$ cat src/rtl/assert_macros.svh
// Assertion macros shared by the RTL files.
// No dependencies.
`ifndef ASSERT_MACROS_SVH
`define ASSERT_MACROS_SVH
// Implication checked on every clock edge outside reset.
`define ASSERT_IMPL(label, clk, rst_n, ante, cons) \
    label: assert property (@(posedge clk) disable iff (!rst_n) (ante) |-> (cons)) \
        else $error("assertion failed");
// Next-cycle implication checked outside reset.
`define ASSERT_NEXT(label, clk, rst_n, ante, cons) \
    label: assert property (@(posedge clk) disable iff (!rst_n) (ante) |=> (cons)) \
        else $error("assertion failed");
`endif

$ cat src/rtl/gjmi_pkg.sv
// Package for the Gauss-Jordan inverse unit: sizes, states and shared types.
// No dependencies.
package gjmi_pkg;
    localparam int MAX_DIM = 4;
    localparam int FRAC_BITS = 16;
    localparam int ROW_WORDS = 2 * MAX_DIM;
    localparam int DEPTH = MAX_DIM * ROW_WORDS;
    localparam int AW = $clog2(DEPTH);
    localparam int RW = $clog2(MAX_DIM + 1);
    localparam int CW = $clog2(ROW_WORDS + 1);
    localparam logic [31:0] ONE_Q = 32'(64'd1 << FRAC_BITS);
    localparam logic [31:0] SAT_MAX = 32'h7fff_ffff;
    localparam logic [31:0] SAT_MIN = 32'h8000_0000;

    typedef enum logic [4:0] {
        ST_LOAD, ST_IDENT, ST_SRCH_RD, ST_SRCH_CHK, ST_SWP_RDA, ST_SWP_RDB, ST_SWP_WRA,
        ST_SWP_WRB, ST_PIV_RD, ST_PIV_DIV, ST_PIV_WAIT, ST_SCL_RD, ST_SCL_MUL, ST_SCL_WR,
        ST_FAC_RD, ST_FAC_LAT, ST_CLR_RDA, ST_CLR_RDB, ST_CLR_MUL, ST_CLR_WR,
        ST_OUT_RD, ST_OUT_LAT, ST_OUT_WAIT, ST_SING
    } state_t;

    typedef struct packed {
        logic start;
        logic [31:0] divisor;
    } div_req_t;

    typedef struct packed {
        logic busy;
        logic done;
        logic [31:0] quot;
    } div_rsp_t;

    function automatic logic [31:0] sat64(input logic signed [63:0] v);
        if (v > 64'sh7fff_ffff) return SAT_MAX;
        if (v < -64'sh8000_0000) return SAT_MIN;
        return v[31:0];
    endfunction
endpackage

$ cat src/rtl/gjmi_recip.sv
// Iterative reciprocal unit: 2^(2*FRAC_BITS) / divisor, one quotient bit a cycle.
// Depends on gjmi_pkg and assert_macros.svh.
`include "assert_macros.svh"
module gjmi_recip (
    input  logic clk,
    input  logic rst_n,
    input  gjmi_pkg::div_req_t req,
    output gjmi_pkg::div_rsp_t rsp
);
    import gjmi_pkg::*;
    localparam int NB = 2 * FRAC_BITS + 1;
    localparam int SB = $clog2(NB + 1);

    logic busy_reg, busy_next, done_reg, done_next, neg_reg, neg_next;
    logic [SB-1:0] cnt_reg, cnt_next;
    logic [32:0] rem_reg, rem_next, dv_reg, dv_next;
    logic [NB-1:0] q_reg, q_next;
    logic [33:0] trial;
    logic signed [63:0] sq;

    always_comb
    begin
        busy_next = busy_reg;
        done_next = 1'b0;
        neg_next = neg_reg;
        cnt_next = cnt_reg;
        rem_next = rem_reg;
        dv_next = dv_reg;
        q_next = q_reg;
        trial = {rem_reg, (cnt_reg == SB'(NB)) ? 1'b1 : 1'b0} - {1'b0, dv_reg};
        if (req.start)
        begin
            busy_next = 1'b1;
            neg_next = req.divisor[31];
            dv_next = req.divisor[31] ? 33'(-{1'b1, req.divisor}) : {1'b0, req.divisor};
            rem_next = '0;
            q_next = '0;
            cnt_next = SB'(NB);
        end
        else if (busy_reg)
        begin
            if (!trial[33])
            begin
                rem_next = trial[32:0];
                q_next = {q_reg[NB-2:0], 1'b1};
            end
            else
            begin
                rem_next = {rem_reg[31:0], (cnt_reg == SB'(NB)) ? 1'b1 : 1'b0};
                q_next = {q_reg[NB-2:0], 1'b0};
            end
            cnt_next = cnt_reg - 1'b1;
            if (cnt_reg == SB'(1))
            begin
                busy_next = 1'b0;
                done_next = 1'b1;
            end
        end
    end

    always_ff @(posedge clk or negedge rst_n)
    begin
        if (!rst_n)
        begin
            busy_reg <= 1'b0;
            done_reg <= 1'b0;
        end
        else
        begin
            busy_reg <= busy_next;
            done_reg <= done_next;
        end
    end

    always_ff @(posedge clk)
    begin
        neg_reg <= neg_next;
        cnt_reg <= cnt_next;
        rem_reg <= rem_next;
        dv_reg <= dv_next;
        q_reg <= q_next;
    end

    assign sq = neg_reg ? -$signed(64'(q_reg)) : $signed(64'(q_reg));
    assign rsp.busy = busy_reg;
    assign rsp.done = done_reg;
    assign rsp.quot = sat64(sq);

    `ASSERT_NEXT(a_done_pulse, clk, rst_n, done_reg, !done_reg)
    `ASSERT_IMPL(a_no_start_busy, clk, rst_n, busy_reg, !req.start)
endmodule

$ cat config.mk
export PLATFORM = sky130hd
export DESIGN_NAME = gjmi_recip
export DESIGN_NICKNAME = d
export VERILOG_FILES = /design/src/rtl/gjmi_pkg.sv /design/src/rtl/gjmi_recip.sv
export VERILOG_INCLUDE_DIRS = /design/src /design/src/rtl
export SDC_FILE = /design/constraint.sdc
export NUM_CORES = 1
export LEC_CHECK = 0
export ABC_AREA = 1
export BUFFER_PORTS_ARGS = -buffer_cell sky130_fd_sc_hd__buf_2
export CAP_MARGIN = 10
export CORE_ASPECT_RATIO = 0.9
export CORE_MARGIN = 2
export CORE_UTILIZATION = 40
export CTS_CLUSTER_DIAMETER = 150
export DETAILED_ROUTE_END_ITERATION = 10
export GPL_ROUTABILITY_DRIVEN = 0
export PLACE_DENSITY = 0.56
export SETUP_SLACK_MARGIN = 0.4
export SLEW_MARGIN = 20
export SYNTH_ARGS = -nofsm -noshare
export SYNTH_HDL_FRONTEND = slang
export SYNTH_SLANG_ARGS = --single-unit
$ cat constraint.sdc
create_clock -name clk -period 2.3 [get_ports clk]
set_clock_uncertainty 0.15 [all_clocks]
set_input_delay 0.345 -clock clk [delete_from_list [all_inputs] [get_ports clk]]
set_output_delay 0.345 -clock clk [all_outputs]
set_load 0.03 [all_outputs]
==> impl_results.md <==
- DR iter-0 viols: approximately 500
- Failing checks: negative setup slack
- Post-synth EDFFs: 34
- H-tree levels: 3
- Total gr overflow: 0
- Share of post-route cells with drive strength above 1: 0.403
- Clock Sinks: roughly 110
- Pins Over Slew Limit: 0
- Synthesis Warnings: 0
- Worst Setup End Kind: primary output
- Crit Path Max Fanout: 8
- Final core occ: 0.630
- GRT Util Overall: 0.230
- Mapped Area: 8910 µm²
- Setup TNS: -30.51 ns
- Vias in the first global route: approximately 9000
- # fillers: slightly below 2000
- Area share of the largest cell type after synthesis: 0.162
- Initial Utilization: 0.410
- Max IR drop VDD: roughly 1.4 mV
- Nets: 1739
- DRT Pass-1 Iters: 5
- Top FF cell, synth: dfxtp_1
- Vias per inst: approximately 4.7
- Crit start category: flip-flop
- Synth-to-layout area growth: 53.7%
- Drt total wl: ~27000 µm
- Initial antenna violation count: 0
- Reg2reg end: rem_reg[20]
- ANT nets after route: 0
- Worst-Margin Slew: 0.610 ns
- Largest net degree at the start of global routing: 73
- Worst hold path class: in -> async
- Total CTS buffers: 9
- Row cnt: 51
- Area contributors post-synth: dfxtp_1 16%, nand2_1 16%, edfxtp_1 11%
- RSZ-0062 raised after global routing: yes
- Residual DRC count: 0
- Cells after Synth: about 1400
- Full die area: 23500 µm²
- I/O pin cnt: 69
- Synth cell types: 46
- Area leader, netlist: dfxtp_1
- Max Buffers Root-to-Sink: 2
- Worst reg2reg startpoint: cnt_reg[1]
- # setup viols final: 66
- Die Y: 146 µm
- Required time worst endpoint: between 1.5 and 2 ns
- Slew HR: 0.594
- Clk root buf: clkbuf_16
- Share of async-settable or async-resettable flops after synthesis: 0.0185
- Synth Net Count: 1434
- Final period utilization: 1.27
- Chip Width: 161 µm
- First-pass GRT wire length: 44200 µm
- Most frequent cells after synthesis: 372 x nand2_1, 233 x inv_1, 121 x nor2_1
- Hold Slack: approximately 0.14 ns
- Setup CP Type: reg -> out
- CTS tree: built
- Syn_area_per_cell: between 6 and 7 µm²
- PD cells: between 1000 and 1500 nW/µm²
- CORE AREA: around 22000 µm²
- WL/cell: 13.7 µm
- Fin. Hold Viols: 0
- Sequential area share after synthesis: 0.282
- Number of port buffers: between 60 and 70
- Cell depth of the worst flop-to-flop path: 21
- R2r setup slk: -0.44 ns
- Final worst setup slack: -0.632 ns
- Arr. time, crit path: around 2.4 ns
- Leak: 7.28 nW
- Run status: finished with violations
- Tmin final: 2.93 ns
- Antenna cell count: 0
- Synthesized flop and latch total: around 110
- CTS clk-pin slew, worst paths: around 0.080 ns
- F_max: approximately 340 MHz
- Post-DP HPWL: 18200 µm
- Clk_lat worst skew: ~0.36 ns
- Count leader, synth: nand2_1
- Detailed-route via count: 9235
- Max_cap viols: 0
[critical path, cell delays in order, from the launching register on]
cell and delay [ns]:
dfxtp_4 0.37, inv_4 0.06, ha_4 0.12, inv_2 0.04, nor3_4 0.13, nand3_2 0.12
nor2_4 0.12, nand2_2 0.08, nor2_2 0.12, xor2_1 0.17, nand3_2 0.11, nand2_4 0.11
buf_6 0.12, buf_16 0.15, nand2_4 0.06, nand2_4 0.06, buf_6 0.13
[cells in the final DEF, fill, tap and decap left out, types with 24 or more instances in the layout]
master,count
ha_1,29
nand3_2,53
nand3_1,24
nand2_2,81
buf_4,215
a21oi_1,66
o21ai_0,55
xor2_1,62
inv_1,219
buf_2,30
nor2_1,112
edfxtp_1,34
nand2_4,77
buf_6,56
dfxtp_1,68
nand2_1,264
[stage by stage]
stage | power [mW] | instance area, µm² | setup WS [ns] | cells
final | 20.2 | 13700 | -0.632 | 1962
after global routing | 21.5 | 13700 | -0.811 | 1962
after CTS | 19.1 | 13100 | -0.643 | 1950
after detailed placement | 14.1 | 11400 | -0.413 | 1889
after global placement | 14.0 | 11400 | -0.310 | 1889
after floorplan | 10.7 | 9270 | -0.182 | 1361
[power breakdown]
part | leakage (nW) | switching (mW) | internal (mW)
logic | 6.19 | 8.74 | 7.28
registers | 0.945 | 0.275 | 2.36
clock network | 0.138 | 0.804 | 0.755
[cell families (layout without fill, tap and decap cells)]
logic type / Yosys count / after routing / share of synthesized area
compound gates: 151 / 151 / 0.0882
xor+xnor: 79 / 79 / 0.0776
fa+ha+maj: 38 / 38 / 0.0542
buf+inv: 286 / 593 / 0.133
flops: 108 / 108 / 0.282
other cells: 1 / 1 / 0.000421
simple gates: 698 / 701 / 0.365
[layout make-up]
| class | instances | area (µm²) | share of cell area |
|---|---|---|---|
| Multi-Input combinational cell | 970 | 6580 | 0.480 |
| Timing Repair Buffer | 330 | 3000 | 0.219 |
| Sequential cell | 108 | 2530 | 0.184 |
| Inverter | 247 | 945 | 0.0690 |
| Tap cell | 291 | 364 | 0.0266 |
| Clock buffer | 9 | 225 | 0.0164 |
| Clock inverter | 7 | 58.8 | 0.00429 |
[layer usage]
layer,GRT usage,up-vias,part of all wire
met4,0.0545,0,0.014
li1,-,4829,-
met1,0.328,4235,0.50
met3,0.0279,27,0.032
met5,0,-,0
met2,0.370,144,0.46
[worst max path at each step]
| stage | slack [ns] | start | cells after the start | endpoint |
|---|---|---|---|---|
| final | -0.63 | q_reg[1] | 16 | rsp[19] |
| after global routing | -0.81 | q_reg[1] | 16 | rsp[19] |
| after CTS | -0.64 | q_reg[1] | 16 | rsp[22] |
| after detailed placement | -0.41 | cnt_reg[1] | 21 | rem_reg[20] |
| after global placement | -0.31 | q_reg[1] | 13 | rsp[20] |
| after floorplan | -0.18 | cnt_reg[1] | 21 | rem_reg[32] |
[what timing repair did]
| action | CTS | global route |
|---|---|---|
| gates resized for setup | 252 | 103 |
| hold endpoints to repair | 2 | 0 |
| buffers inserted | 34 | 10 |
| setup endpoints to repair | 73 | 79 |
| pin swaps | 121 | 106 |
| gates cloned | 10 | 2 |
| hold buffers | 1 | 0 |
No activity file was read; power rests on OpenSTA's default activity.
